[src/sv/toec_pkg.sv]
package toec_pkg;

    // Item field widths
    localparam int CMD_W  = 8;
    localparam int TIME_W = 16;
    localparam int PIN_W  = 6;
    localparam int FLAG_W = 4;
    localparam int REQ_W  = 4;

    // Status byte bits
    localparam int STATUS_FULL = 6;
    localparam int STATUS_HOLD = 7;

    // Command byte bits
    localparam int CMD_SOFT_IRQ = 3;
    localparam int CMD_IRQ      = 4;
    localparam int CMD_LEVEL    = 5;
    localparam int CMD_TIMER2   = 6;

    // Request vector bits
    localparam int REQ_OUT_IRQ  = 0;
    localparam int REQ_SOFT_IRQ = 1;
    localparam int REQ_T2_RESET = 2;
    localparam int REQ_ADC      = 3;

    // Action codes (command low nibble)
    localparam logic [3:0] ACT_PIN_FIRST  = 4'h0;
    localparam logic [3:0] ACT_PIN_LAST   = 4'h5;
    localparam logic [3:0] ACT_PAIR01     = 4'h6;
    localparam logic [3:0] ACT_PAIR23     = 4'h7;
    localparam logic [3:0] ACT_SOFT_FIRST = 4'h8;
    localparam logic [3:0] ACT_SOFT_LAST  = 4'hb;
    localparam logic [3:0] ACT_T2_RESET   = 4'he;
    localparam logic [3:0] ACT_ADC        = 4'hf;

    localparam logic [PIN_W-1:0] PIN_MASK_01 = 6'h03;
    localparam logic [PIN_W-1:0] PIN_MASK_23 = 6'h0c;

    typedef enum logic [1:0] {
        OP_COMMIT = 2'd0,
        OP_TICK   = 2'd1,
        OP_READ   = 2'd2,
        OP_NONE   = 2'd3
    } t_op;

    typedef enum logic [2:0] {
        S_IDLE,
        S_COMMIT,
        S_SCAN,
        S_DRAIN,
        S_REFILL,
        S_RESULT
    } t_state;

    // Controller to datapath commands
    typedef struct packed {
        logic capture;
        logic commit;
        logic rd_en;
        logic refill;
        logic load_out;
    } t_dp_cmd;

endpackage

[src/sv/toec_ctrl.sv]
module toec_ctrl
    import toec_pkg::*;
#(
    parameter int SLOT_COUNT = 8,
    parameter int IDX_W      = $clog2(SLOT_COUNT)
) (
    input  logic             i_clk,
    input  logic             i_rst_n,
    input  logic             i_s_tvalid,
    input  t_op              i_op,
    output logic             o_s_tready,
    output logic             o_m_tvalid,
    input  logic             i_m_tready,
    output t_dp_cmd          o_cmd,
    output logic [IDX_W-1:0] o_rd_idx
);

    t_state           r_state, n_state;
    logic [IDX_W-1:0] r_idx, n_idx;
    logic             r_out_valid, n_out_valid;
    logic             w_accept;
    logic             w_out_free;
    logic             w_last;

    assign w_accept   = i_s_tvalid && o_s_tready;
    assign w_out_free = !r_out_valid || i_m_tready;
    assign w_last     = (r_idx == IDX_W'(SLOT_COUNT - 1));

    // Next state
    always_comb begin
        n_state = r_state;
        case (r_state)
            S_IDLE: begin
                if (w_accept) begin
                    case (i_op)
                        OP_COMMIT: n_state = S_COMMIT;
                        OP_TICK:   n_state = S_SCAN;
                        default:   n_state = S_RESULT;
                    endcase
                end
            end
            S_COMMIT: n_state = S_RESULT;
            S_SCAN: begin
                if (w_last) begin
                    n_state = S_DRAIN;
                end
            end
            S_DRAIN:  n_state = S_REFILL;
            S_REFILL: n_state = S_RESULT;
            S_RESULT: begin
                if (w_out_free) begin
                    n_state = S_IDLE;
                end
            end
            default:  n_state = S_IDLE;
        endcase
    end

    // Commands and handshake
    always_comb begin
        o_s_tready     = (r_state == S_IDLE);
        o_cmd          = '0;
        o_cmd.capture  = i_s_tvalid && o_s_tready;
        o_cmd.commit   = (r_state == S_COMMIT);
        o_cmd.rd_en    = (r_state == S_SCAN);
        o_cmd.refill   = (r_state == S_REFILL);
        o_cmd.load_out = (r_state == S_RESULT) && w_out_free;
        o_rd_idx       = r_idx;
        o_m_tvalid     = r_out_valid;
    end

    // Scan counter and result valid
    always_comb begin
        n_idx = r_idx;
        if (r_state == S_SCAN) begin
            n_idx = w_last ? '0 : r_idx + 1'b1;
        end
        n_out_valid = r_out_valid;
        if (o_cmd.load_out) begin
            n_out_valid = 1'b1;
        end else if (i_m_tready) begin
            n_out_valid = 1'b0;
        end
    end

    always_ff @(posedge i_clk) begin
        if (!i_rst_n) begin
            r_state     <= S_IDLE;
            r_idx       <= '0;
            r_out_valid <= 1'b0;
        end else begin
            r_state     <= n_state;
            r_idx       <= n_idx;
            r_out_valid <= n_out_valid;
        end
    end

`ifndef NO_ASSERTIONS
    a_scan_from_zero: assert property (@(posedge i_clk) disable iff (!i_rst_n)
        (r_state != S_SCAN) ##1 (r_state == S_SCAN) |-> (r_idx == '0))
        else $error("scan did not start at slot zero");

    a_no_result_overrun: assert property (@(posedge i_clk) disable iff (!i_rst_n)
        o_cmd.load_out |-> (!r_out_valid || i_m_tready))
        else $error("result loaded over an untaken one");

    a_accept_only_idle: assert property (@(posedge i_clk) disable iff (!i_rst_n)
        w_accept |=> (r_state != S_IDLE))
        else $error("accepted item not processed");
`endif

endmodule

[src/sv/toec_dp.sv]
module toec_dp
    import toec_pkg::*;
#(
    parameter int SLOT_COUNT = 8,
    parameter int IDX_W      = $clog2(SLOT_COUNT)
) (
    input  logic              i_clk,
    input  logic              i_rst_n,
    input  t_dp_cmd           i_cmd,
    input  logic [IDX_W-1:0]  i_rd_idx,
    input  t_op               i_op,
    input  logic [CMD_W-1:0]  i_command,
    input  logic [TIME_W-1:0] i_fire_time,
    input  logic [TIME_W-1:0] i_timer1,
    input  logic [TIME_W-1:0] i_timer2,
    output logic [PIN_W-1:0]  o_pin_levels,
    output logic [7:0]        o_status_byte,
    output logic [FLAG_W-1:0] o_soft_flags,
    output logic [REQ_W-1:0]  o_req
);

    localparam int SLOT_W = CMD_W + TIME_W;

    // Lowest clear bit of the valid vector
    function automatic logic [IDX_W-1:0] first_free(input logic [SLOT_COUNT-1:0] v);
        logic [IDX_W-1:0] idx;
        idx = '0;
        for (int k = SLOT_COUNT - 1; k >= 0; k--) begin
            if (!v[k]) begin
                idx = IDX_W'(k);
            end
        end
        return idx;
    endfunction

    // Captured item
    t_op               r_op;
    logic [CMD_W-1:0]  r_cmd;
    logic [TIME_W-1:0] r_etime, r_t1, r_t2;

    // Store state
    logic [SLOT_W-1:0]     r_mem [SLOT_COUNT];
    logic [SLOT_W-1:0]     r_rd_data;
    logic                  r_eval_en;
    logic [IDX_W-1:0]      r_eval_idx;
    logic [SLOT_COUNT-1:0] r_valid, n_valid;
    logic [CMD_W-1:0]      r_hold_cmd;
    logic [TIME_W-1:0]     r_hold_time;
    logic [7:0]            r_io, n_io;
    logic [FLAG_W-1:0]     r_soft, n_soft;
    logic [REQ_W-1:0]      r_req, n_req;
    logic                  n_hold_load;

    // Memory write port
    logic                  w_we;
    logic [IDX_W-1:0]      w_waddr;
    logic [SLOT_W-1:0]     w_wdata;

    // Evaluation of the slot read last cycle
    logic [CMD_W-1:0]      w_ev_cmd;
    logic [TIME_W-1:0]     w_ev_time, w_now;
    logic                  w_fire;
    logic [3:0]            w_act;
    logic [PIN_W-1:0]      w_pin_mask;
    logic [IDX_W-1:0]      w_free;
    logic                  w_any_free;

    assign w_ev_cmd   = r_rd_data[SLOT_W-1:TIME_W];
    assign w_ev_time  = r_rd_data[TIME_W-1:0];
    assign w_now      = w_ev_cmd[CMD_TIMER2] ? r_t2 : r_t1;
    assign w_fire     = r_eval_en && r_valid[r_eval_idx] && (w_ev_time == w_now);
    assign w_act      = w_ev_cmd[3:0];
    assign w_free     = first_free(r_valid);
    assign w_any_free = !(&r_valid);

    // Pin mask of the action
    always_comb begin
        case (w_act) inside
            [ACT_PIN_FIRST:ACT_PIN_LAST]: w_pin_mask = PIN_W'(1) << w_act[2:0];
            ACT_PAIR01:                   w_pin_mask = PIN_MASK_01;
            ACT_PAIR23:                   w_pin_mask = PIN_MASK_23;
            default:                      w_pin_mask = '0;
        endcase
    end

    // Next store state: commit, fire, refill
    always_comb begin
        n_valid     = r_valid;
        n_io        = r_io;
        n_soft      = r_soft;
        n_req       = r_req;
        n_hold_load = 1'b0;
        w_we        = 1'b0;
        w_waddr     = w_free;
        w_wdata     = {r_cmd, r_etime};

        if (i_cmd.capture) begin
            n_req = '0;
        end

        if (i_cmd.commit) begin
            if (w_any_free) begin
                w_we             = 1'b1;
                n_valid[w_free]  = 1'b1;
                if (&n_valid) begin
                    n_io[STATUS_FULL] = 1'b1;
                end
            end else begin
                n_io[STATUS_FULL] = 1'b1;
                n_io[STATUS_HOLD] = 1'b1;
                n_hold_load       = 1'b1;
            end
        end

        if (w_fire) begin
            if ((&r_valid) && !r_io[STATUS_HOLD]) begin
                n_io[STATUS_FULL] = 1'b0;
            end
            n_valid[r_eval_idx] = 1'b0;
            if (w_ev_cmd[CMD_LEVEL]) begin
                n_io[PIN_W-1:0] = r_io[PIN_W-1:0] | w_pin_mask;
            end else begin
                n_io[PIN_W-1:0] = r_io[PIN_W-1:0] & ~w_pin_mask;
            end
            case (w_act) inside
                [ACT_SOFT_FIRST:ACT_SOFT_LAST]: n_soft = r_soft | (FLAG_W'(1) << w_ev_cmd[1:0]);
                ACT_T2_RESET:                   n_req[REQ_T2_RESET] = 1'b1;
                ACT_ADC:                        n_req[REQ_ADC] = 1'b1;
                default:                        ;
            endcase
            if (w_ev_cmd[CMD_IRQ]) begin
                if (w_ev_cmd[CMD_SOFT_IRQ]) begin
                    n_req[REQ_SOFT_IRQ] = 1'b1;
                end else begin
                    n_req[REQ_OUT_IRQ] = 1'b1;
                end
            end
        end

        if (i_cmd.refill && r_io[STATUS_HOLD] && w_any_free) begin
            w_we              = 1'b1;
            w_wdata           = {r_hold_cmd, r_hold_time};
            n_valid[w_free]   = 1'b1;
            n_io[STATUS_HOLD] = 1'b0;
            if (&n_valid) begin
                n_io[STATUS_FULL] = 1'b1;
            end
        end

        // A read clears the soft flags as its result is loaded into the result register
        if (i_cmd.load_out && (r_op == OP_READ)) begin
            n_soft = '0;
        end
    end

    // Slot memory
    always_ff @(posedge i_clk) begin
        if (w_we) begin
            r_mem[w_waddr] <= w_wdata;
        end
        if (i_cmd.rd_en) begin
            r_rd_data <= r_mem[i_rd_idx];
        end
    end

    // Payload registers
    always_ff @(posedge i_clk) begin
        if (i_cmd.capture) begin
            r_op    <= i_op;
            r_cmd   <= i_command;
            r_etime <= i_fire_time;
            r_t1    <= i_timer1;
            r_t2    <= i_timer2;
        end
        r_eval_idx <= i_rd_idx;
        if (i_cmd.load_out) begin
            o_pin_levels  <= r_io[PIN_W-1:0];
            o_status_byte <= r_io;
            o_soft_flags  <= r_soft;
            o_req         <= r_req;
        end
    end

    // Control state
    always_ff @(posedge i_clk) begin
        if (!i_rst_n) begin
            r_eval_en   <= 1'b0;
            r_valid     <= '0;
            r_hold_cmd  <= '0;
            r_hold_time <= '0;
            r_io        <= '0;
            r_soft      <= '0;
            r_req       <= '0;
        end else begin
            r_eval_en <= i_cmd.rd_en;
            r_valid   <= n_valid;
            r_io      <= n_io;
            r_soft    <= n_soft;
            r_req     <= n_req;
            if (n_hold_load) begin
                r_hold_cmd  <= r_cmd;
                r_hold_time <= r_etime;
            end
        end
    end

`ifndef NO_ASSERTIONS
    a_hold_means_full: assert property (@(posedge i_clk) disable iff (!i_rst_n)
        (i_cmd.capture && r_io[STATUS_HOLD]) |-> (&r_valid))
        else $error("hold entry parked while a slot is free");

    a_commit_takes_slot: assert property (@(posedge i_clk) disable iff (!i_rst_n)
        (i_cmd.commit && w_any_free) |=>
        ($countones(r_valid) == $countones($past(r_valid)) + 1))
        else $error("commit did not occupy exactly one slot");

    a_fire_only_frees: assert property (@(posedge i_clk) disable iff (!i_rst_n)
        r_eval_en |=> ((r_valid & ~$past(r_valid)) == '0))
        else $error("scan set a valid bit");
`endif

endmodule

[src/sv/timed_output_event_cam_unit.sv]
// Timed output event store. Each input item is a commit, a timer tick or a
// flag read (operation in tuser) and gives exactly one result item. A commit
// passes through the commit state before its result, a read or unused code goes
// straight to the result state, and a tick walks the slot memory one entry per
// cycle through its single read port, then refills a free slot from the hold
// register. Matching slots fire in slot order. A new item is taken as soon as
// the previous one has reached the result register, even if that result has
// not yet been taken.
module timed_output_event_cam_unit
    import toec_pkg::*;
#(
    parameter int SLOT_COUNT = 8
) (
    input  logic        i_clk,
    input  logic        i_rst_n,
    input  logic        i_s_tvalid,
    output logic        o_s_tready,
    input  logic [55:0] i_s_tdata,  // command[7:0], fire_time[23:8],
                                    // timer1_value[39:24], timer2_value[55:40]
    input  logic [1:0]  i_s_tuser,  // operation[1:0]
    output logic        o_m_tvalid,
    input  logic        i_m_tready,
    output logic [23:0] o_m_tdata   // pin_levels[5:0], status_byte[13:6],
                                    // soft_timer_flags[17:14],
                                    // output_interrupt[18], software_interrupt[19],
                                    // timer2_reset_request[20],
                                    // adc_start_request[21], zero[23:22]
);

    localparam int IDX_W = $clog2(SLOT_COUNT);

    t_dp_cmd           w_cmd;
    logic [IDX_W-1:0]  w_rd_idx;
    t_op               w_op;
    logic [PIN_W-1:0]  w_pins;
    logic [7:0]        w_status;
    logic [FLAG_W-1:0] w_flags;
    logic [REQ_W-1:0]  w_req;

    assign w_op = t_op'(i_s_tuser);

    toec_ctrl #(
        .SLOT_COUNT (SLOT_COUNT),
        .IDX_W      (IDX_W)
    ) u_ctrl (
        .i_clk      (i_clk),
        .i_rst_n    (i_rst_n),
        .i_s_tvalid (i_s_tvalid),
        .i_op       (w_op),
        .o_s_tready (o_s_tready),
        .o_m_tvalid (o_m_tvalid),
        .i_m_tready (i_m_tready),
        .o_cmd      (w_cmd),
        .o_rd_idx   (w_rd_idx)
    );

    toec_dp #(
        .SLOT_COUNT (SLOT_COUNT),
        .IDX_W      (IDX_W)
    ) u_dp (
        .i_clk         (i_clk),
        .i_rst_n       (i_rst_n),
        .i_cmd         (w_cmd),
        .i_rd_idx      (w_rd_idx),
        .i_op          (w_op),
        .i_command     (i_s_tdata[7:0]),
        .i_fire_time   (i_s_tdata[23:8]),
        .i_timer1      (i_s_tdata[39:24]),
        .i_timer2      (i_s_tdata[55:40]),
        .o_pin_levels  (w_pins),
        .o_status_byte (w_status),
        .o_soft_flags  (w_flags),
        .o_req         (w_req)
    );

    // Result packing
    assign o_m_tdata = {2'b00, w_req[REQ_ADC], w_req[REQ_T2_RESET],
                        w_req[REQ_SOFT_IRQ], w_req[REQ_OUT_IRQ],
                        w_flags, w_status, w_pins};

endmodule
[config.mk]
export PLATFORM = sky130hd
export DESIGN_NAME = timed_output_event_cam_unit
export DESIGN_NICKNAME = d
export VERILOG_FILES = /design/src/sv/toec_pkg.sv /design/src/sv/toec_ctrl.sv /design/src/sv/toec_dp.sv /design/src/sv/timed_output_event_cam_unit.sv
export SDC_FILE = /design/constraint.sdc
export NUM_CORES = 1
export LEC_CHECK = 0
export BUFFER_PORTS_ARGS = -buffer_cell sky130_fd_sc_hd__buf_2
export CORE_ASPECT_RATIO = 0.6
export CORE_MARGIN = 4
export CORE_UTILIZATION = 37
export CTS_BUF_LIST = sky130_fd_sc_hd__clkbuf_4 sky130_fd_sc_hd__clkbuf_8
export CTS_CLUSTER_DIAMETER = 50
export CTS_CLUSTER_SIZE = 16
export DETAILED_ROUTE_END_ITERATION = 16
export PLACE_DENSITY = 0.64
export SYNTH_ARGS = -nofsm -noshare
export SYNTH_HDL_FRONTEND = slang
export SYNTH_SLANG_ARGS = --single-unit
[constraint.sdc]
create_clock -name i_clk -period 5.23 [get_ports i_clk]
set_input_delay 0.2615 -clock i_clk [delete_from_list [all_inputs] [get_ports i_clk]]
set_output_delay 0.2615 -clock i_clk [all_outputs]
set_load 0.01 [all_outputs]
* After elaboration in Yosys (flattened, before gate mapping)
Memory sizes are Yosys's and may differ from the RTL's. A register that Yosys moved wholly into a read port is not among the register bits. Cells that the tools add are included.
Word-level totals: register bits 139, RAM bits 192, output and inout port bits 26, memories 1
Memories:
- u_dp.r_mem | words 8, width 24, read ports 1, clocked after Yosys merged registers in 1, wr ports 1, RTL line toec_dp.sv:42 | logic [SLOT_W-1:0] r_mem [SLOT_COUNT];
Operators by class: add/subtract/negate cells 1, $lt $le $gt $ge 8, equality and inequality tests 16, shift operators 2, mux-type cells 56, bitwise logic cells 9, reductions and logical operators 28
Operators with widths (count):
- 2-to-1 mux 3 bit | 12
- 2-to-1 mux 8 bit | 4
- 2-to-1 mux 1 bit | 25
- 2-to-1 mux 24 bit | 1
- AND reduction 8 bit | 3
- 2-to-1 mux 6 bit | 3
- == test 16 bit | 1
- 2-to-1 mux 16 bit | 1
- bitwise OR 8 bit | 2
- case mux 3 bit (5 select lines) | 1
- logical AND 1 bit | 12
- 2-to-1 mux 4 bit | 3
- == test 3 bit (second input constant) | 3
- AND reduction 9 bit | 1
- bitwise AND 8 bit | 1
- == test 4 x 3 -> 1 bit (second input constant) | 2
- == test 4 bit (second input constant) | 2
- less-than comparator 3 x 4 -> 1 bit (second input constant) | 2
- inverter 8 bit | 1
- 2-to-1 mux 7 bit | 1
- bitwise AND 6 bit | 1
- demux 1 bit (select 3 bit) | 2
- == test 3 x 2 -> 1 bit (second input constant) | 2
- >= comparator 3 x 1 -> 1 bit (second input constant) | 2
- 27 further kinds | 32

* Depth between registers and ports, before layout
depth in word-level cells 21, mapped depth 10

* Cells and area by module
From an unflattened synthesis, not the netlist that was laid out.
Second synthesis, totals: cells, all modules 801, area, all modules 13369.1 µm²
By module, submodules not included:
- toec_dp | times used 1, cells each 753, area each 12939.9 µm²
- toec_ctrl | times used 1, cells each 45, area each 410.4 µm²
- timed_output_event_cam_unit | times used 1, cells each 3, area each 18.8 µm²

* Least setup slack after synthesis
Ideal clock, no wire load.
path type flip-flop to flip-flop, start register u_dp.r_valid[1], end memory u_dp.r_mem[3][0] (netlist bit) (enable), library setup time 473 ps, data arrival time 3600 ps, data required time 4757 ps, setup slack 1157 ps, cell stages (with the launch flop) 7, path through dfxtp_1 clkbuf_1 nand4_1 nor2_1 nand2_1 nand3b_1 nor4b_1
Between the ends: longest elaborated chain between the ends 6, elaborated cells on any way between the ends 10
Ends and longest elaborated chain:
- start: declaration | RTL line toec_dp.sv:46 | logic [SLOT_COUNT-1:0] r_valid, n_valid;
- start signal: assignment | RTL line toec_dp.sv:196 | r_valid <= n_valid;
- AND reduction 8 bit | RTL line toec_dp.sv:74 | assign w_any_free = !(&r_valid);
- 2-to-1 mux 1 bit / zero test 1 bit (equally long branches) | RTL line toec_dp.sv:102, toec_dp.sv:74
- 2-to-1 mux 1 bit / logical AND 1 bit (equally long branches) | RTL line toec_dp.sv:101, toec_dp.sv:140
- 2-to-1 mux 1 bit | RTL line toec_dp.sv:140 | if (i_cmd.refill && r_io[STATUS_HOLD] && w_any_free) begin
- 2-to-1 mux 1 bit | RTL line toec_dp.sv:158 | if (w_we) begin
- 2-to-1 mux 1 bit (not written as such) | RTL line toec_dp.sv:159 | r_mem[w_waddr] <= w_wdata;
- end: declaration | RTL line toec_dp.sv:42
Several ways; a longest one is shown, not always the timed one.

* Final worst setup path
start register u_dp.r_rd_data[22] (read register of u_dp.r_mem), end register u_dp.r_req[1]
Between the ends: longest elaborated chain between the ends 4
Ends and longest elaborated chain:
- start: declaration | RTL line toec_dp.sv:43 | logic [SLOT_W-1:0] r_rd_data;
- 2-to-1 mux 16 bit | RTL line toec_dp.sv:70 | assign w_now = w_ev_cmd[CMD_TIMER2] ? r_t2 : r_t1;
- == test 16 bit | RTL line toec_dp.sv:71 | assign w_fire = r_eval_en && r_valid[r_eval_idx] && (w_ev_time == w_now);
- logical AND 1 bit | RTL line toec_dp.sv:71
- 2-to-1 mux 4 bit | RTL line toec_dp.sv:115 | if (w_fire) begin
- end signal: assignment | RTL line toec_dp.sv:199 | r_req <= n_req;
- end: declaration | RTL line toec_dp.sv:51 | logic [REQ_W-1:0] r_req, n_req;
No other way between the ends. A chain may end at the register's enable or synchronous reset.

==> summary.md <==
| Metric | Value |
|---|---|
| Outcome | completed |
| Number of global-route vias before repair | 7057 |
| Total track usage | 14.2% |
| WP buf/inv | 0 |
| Die Y-Extent | 155 um |
| Max_cap viols | 0 |
| Reg2reg setup slack | 1.94 ns |
| Max Slew Vio Count | 0 |
| Peak supply drop | 0.000203 V |
| CP Capture Type | flip-flop |
| Final number of setup-violating endpoints | 0 |
| Cell variety after synth | 60 |
| Core ar. | 35300 um^2 |
| Clock-pin slew on the worst setup and hold paths | 0.11 ns |
| HPWL after DPL | 17.6 mm |
| Clk root buf | clkbuf_8 |
| Max stage delay cell, worst path | edfxtp_1 |
| GP Congestion | 0.863 |
| Cell with the most instances after synthesis | edfxtp_1 |
| # diodes | 0 |
| Die ar. | 39400 um^2 |
| Grt ovf | 0 |
| Worst path top cell family by delay | simple AND/OR/NAND/NOR gates |
| Final Hold Fails | 0 |
| Crit-path cells | mux2i_1 > xnor2_1 > nor4_1 > nand2_1 > or3_1 > o31ai_1 |
| Drt drc | 0 |
| TNS Setup | 0 ns |
| WHS Endpoint | u_dp.r_t1[13] |
| First-pass GRT wire length | 42.6 mm |
| Unrepaired setup endpoints after global routing | no |
| Routed len/inst | 19.9 um |
| Number of cells on the critical path | 6 |
| Worst reg2reg path depth | 6 |
| Critical setup path kind | flip-flop to flip-flop |
| Drt total wl | 28.4 mm |
| WHS Path Cells | 2 |
| Maximum fanout along the worst path | 26 |
| Reg-to-reg critical path startpoint | u_dp.r_rd_data[22] |
| Skew-Pair Late Insertion Delay | 0.60 ns |
| CTS sink count | 338 |
| Worst EP required | 5.73 ns |
| Synth Instances | 809 |
| HP Start | i_s_tdata[37] |
| Share of layout cells above drive strength 1 | 26.8% |
| Post-synth top area share | 62.8% |
| Power, Total | 4.97 mW |
| Cts bufs inserted | 26 |
| Worst Tran Pin Value | 1.14 ns |
| P&R area growth vs syn | 15.2% |
| Startpoint types | flip-flop |
| Syn avg cell area | 16.5 um^2 |
| Placed inst area | 14200 um^2 |
| IO Pins | 88 |
| FF+latch count, synth | 338 |
| Final Critical Period | 3.29 ns |
| CTS tree | yes |
| Share of the yosys chip area belonging to registers | 71.5% |
| Lkg Pwr | 4.96 nW |
| Top FF cell, synth | edfxtp_1 |
| Skew final | 0.0447 ns |
| Commonest cells in the synthesized netlist | 280 x edfxtp_1, 72 x nand2_1, 58 x dfxtp_1, 47 x mux2_2, 46 x mux4_2 |
| Number of H-tree levels | 1 |
| Largest net degree at the start of global routing | 41 |
| Slowest stage delay, CP | 0.99 ns |
| Initial DRC count | 687 |
| Async S/R FF share, synth | 0% |
| Clock buffer depth | 3 |
| Antenna violations before repair | 1 |
| Post-synth EDFFs | 280 |
| Nets | 1001 |
| Die width | 254 um |
| Avg Vias per Cell | 5.15 |
| Worst hold path type | input port to flip-flop |
| Most area-consuming cells after synthesis | edfxtp_1 63%, dfxtp_1 8.7%, mux4_2 7.7%, mux2_2 4.0%, nand2_1 2.0% |
| FMAX | 304 MHz |
| Cts repair resizes | 0 |
| Antenna Violating Nets Remaining | 0 |
| Initial Util | 37.9% |
| IO buf count | 84 |
| Relative slew slack | 24.1% |
| FF-to-FF End | u_dp.r_req[1] |
| Synth area leader | edfxtp_1 |
| Via count | 7332 |
| Final Cycle Share | 62.9% |
| YS warnings | 0 |
| Mapped Area | 13400 um^2 |
| Power Density | 322 nW/um^2 |
| Final instance area | 15400 um^2 |
| Pre-antenna DRT Iters | 7 |
| Crit path DAT | 3.79 ns |
| Row count | 53 |
## layout by cell type, fill, tap and decap left out, drive strengths merged, types with 4 or more instances in the layout
| cell type | instances |
|---|---|
| edfxtp | 280 |
| buf | 97 |
| nand2 | 72 |
| dlygate4sd3 | 60 |
| dfxtp | 58 |
| mux2 | 47 |
| mux4 | 46 |
| clkbuf | 45 |
| a21oi | 38 |
| nor2 | 21 |
| mux2i | 19 |
| inv | 14 |
| nor3 | 14 |
| xnor2 | 13 |
| nor4 | 12 |
| nand3 | 11 |
| o21ai | 10 |
| nor2b | 8 |
| o31ai | 7 |
| o21a | 7 |
| o41ai | 6 |
| xor2 | 5 |
| or3 | 5 |
| or4b | 5 |
| and3 | 4 |
| nand2b | 4 |
## flip-flops by register name (all words and copies together), names as in the netlist, named ones only
register	flops
u_dp.r_eval_idx	3
u_ctrl.o_m_tvalid	1
u_ctrl.r_state	3
u_dp.r_rd_data	23
u_dp.r_hold_cmd	7
u_dp.r_req	4
u_dp.r_cmd	7
u_dp.r_t2	16
u_dp.r_mem	184
u_dp.o_status_byte	8
u_dp.r_io	2
u_dp.r_op	2
u_dp.r_valid	8
u_dp.r_etime	16
u_dp.r_soft	4
u_ctrl.o_rd_idx	3
u_dp.r_t1	16
u_dp.o_soft_flags	4
u_dp.r_hold_time	16
u_dp.r_eval_en	1
u_dp.o_req	4
## kinds of logic (layout without fill, tap and decap cells)
logic type                 count (synthesis)  count (layout)  synth area share [%]
DFF                                      338             338                  71.5
and+or+nand+nor                          177             177                  6.98
muxes                                    112             112                  13.1
AOI/OAI and AO/OA                         89              89                  4.32
buffers and inverters                     71             218                  2.61
xor gates and xnor gates                  18              18                  1.18
adders and majority gates                  3               3                 0.262
other                                      1               2                0.0280
## layer usage
metal  GRT usage [%]  share of wire [%]
met1            23.9                 53
met2            18.5                 39
met3            3.02                7.2
met4            2.44                1.3
met5               0                  0
## cell type report
cell class                 instances  area, um^2
multi-input combinational        401        3520
clock inverter                     3        57.6
inverter                          13        48.8
timing repair buffer             157        1120
fill                            3075       19900
clock buffer                      45         519
tap                              467         584
sequential                       338        9570
## report_power, final
| part | internal [mW] | total, mW | switching (mW) |
|---|---|---|---|
| clock network | 0.686 | 1.55 | 0.860 |
| logic | 0.145 | 0.353 | 0.209 |
| registers | 3.03 | 3.07 | 0.0419 |
## worst max path at each step
stage	from	endpoint	slack (ns)
final	u_dp.r_rd_data[22]	u_dp.r_req[1]	1.94
after global routing	u_dp.r_rd_data[22]	u_dp.r_req[1]	1.67
after CTS	u_dp.r_rd_data[22]	u_dp.r_req[1]	1.95
after detailed placement	u_dp.r_rd_data[22]	u_dp.r_req[1]	1.97
after global placement	u_dp.r_rd_data[22]	u_dp.r_req[2]	2.08
after floorplan	u_dp.r_valid[1]	u_dp.r_mem[3][0]	1.16
## worst reg2reg max path, delay by kind of cell, from the launching register on
kind	cells	cell delay (ns)
AO/OA/AOI/OAI	1	0.27
XOR/XNOR	1	0.12
flip-flops	1	0.99
multiplexers	1	0.42
AND/OR/NAND/NOR	3	1.42
## stage by stage
| stage | hold slack (ns) | worst slack (ns) | utilization (%) | cells |
|---|---|---|---|---|
| floorplan | 0.354 | 1.16 | - | 810 |
| global placement | 0.419 | 2.08 | 40.3 | 1316 |
| detailed placement | 0.419 | 1.97 | 40.3 | 1316 |
| CTS | 0.331 | 1.95 | 43.6 | 1424 |
| global route | 0.339 | 1.67 | 43.6 | 1424 |
| finish | 0.373 | 1.94 | 43.6 | 1424 |
## repair_timing
item                      in CTS  in global routing
setup buffers                  0                  0
hold buffers                  60                  0
hold endpoints to repair      61                  0
(Power assumes the default switching activity.)
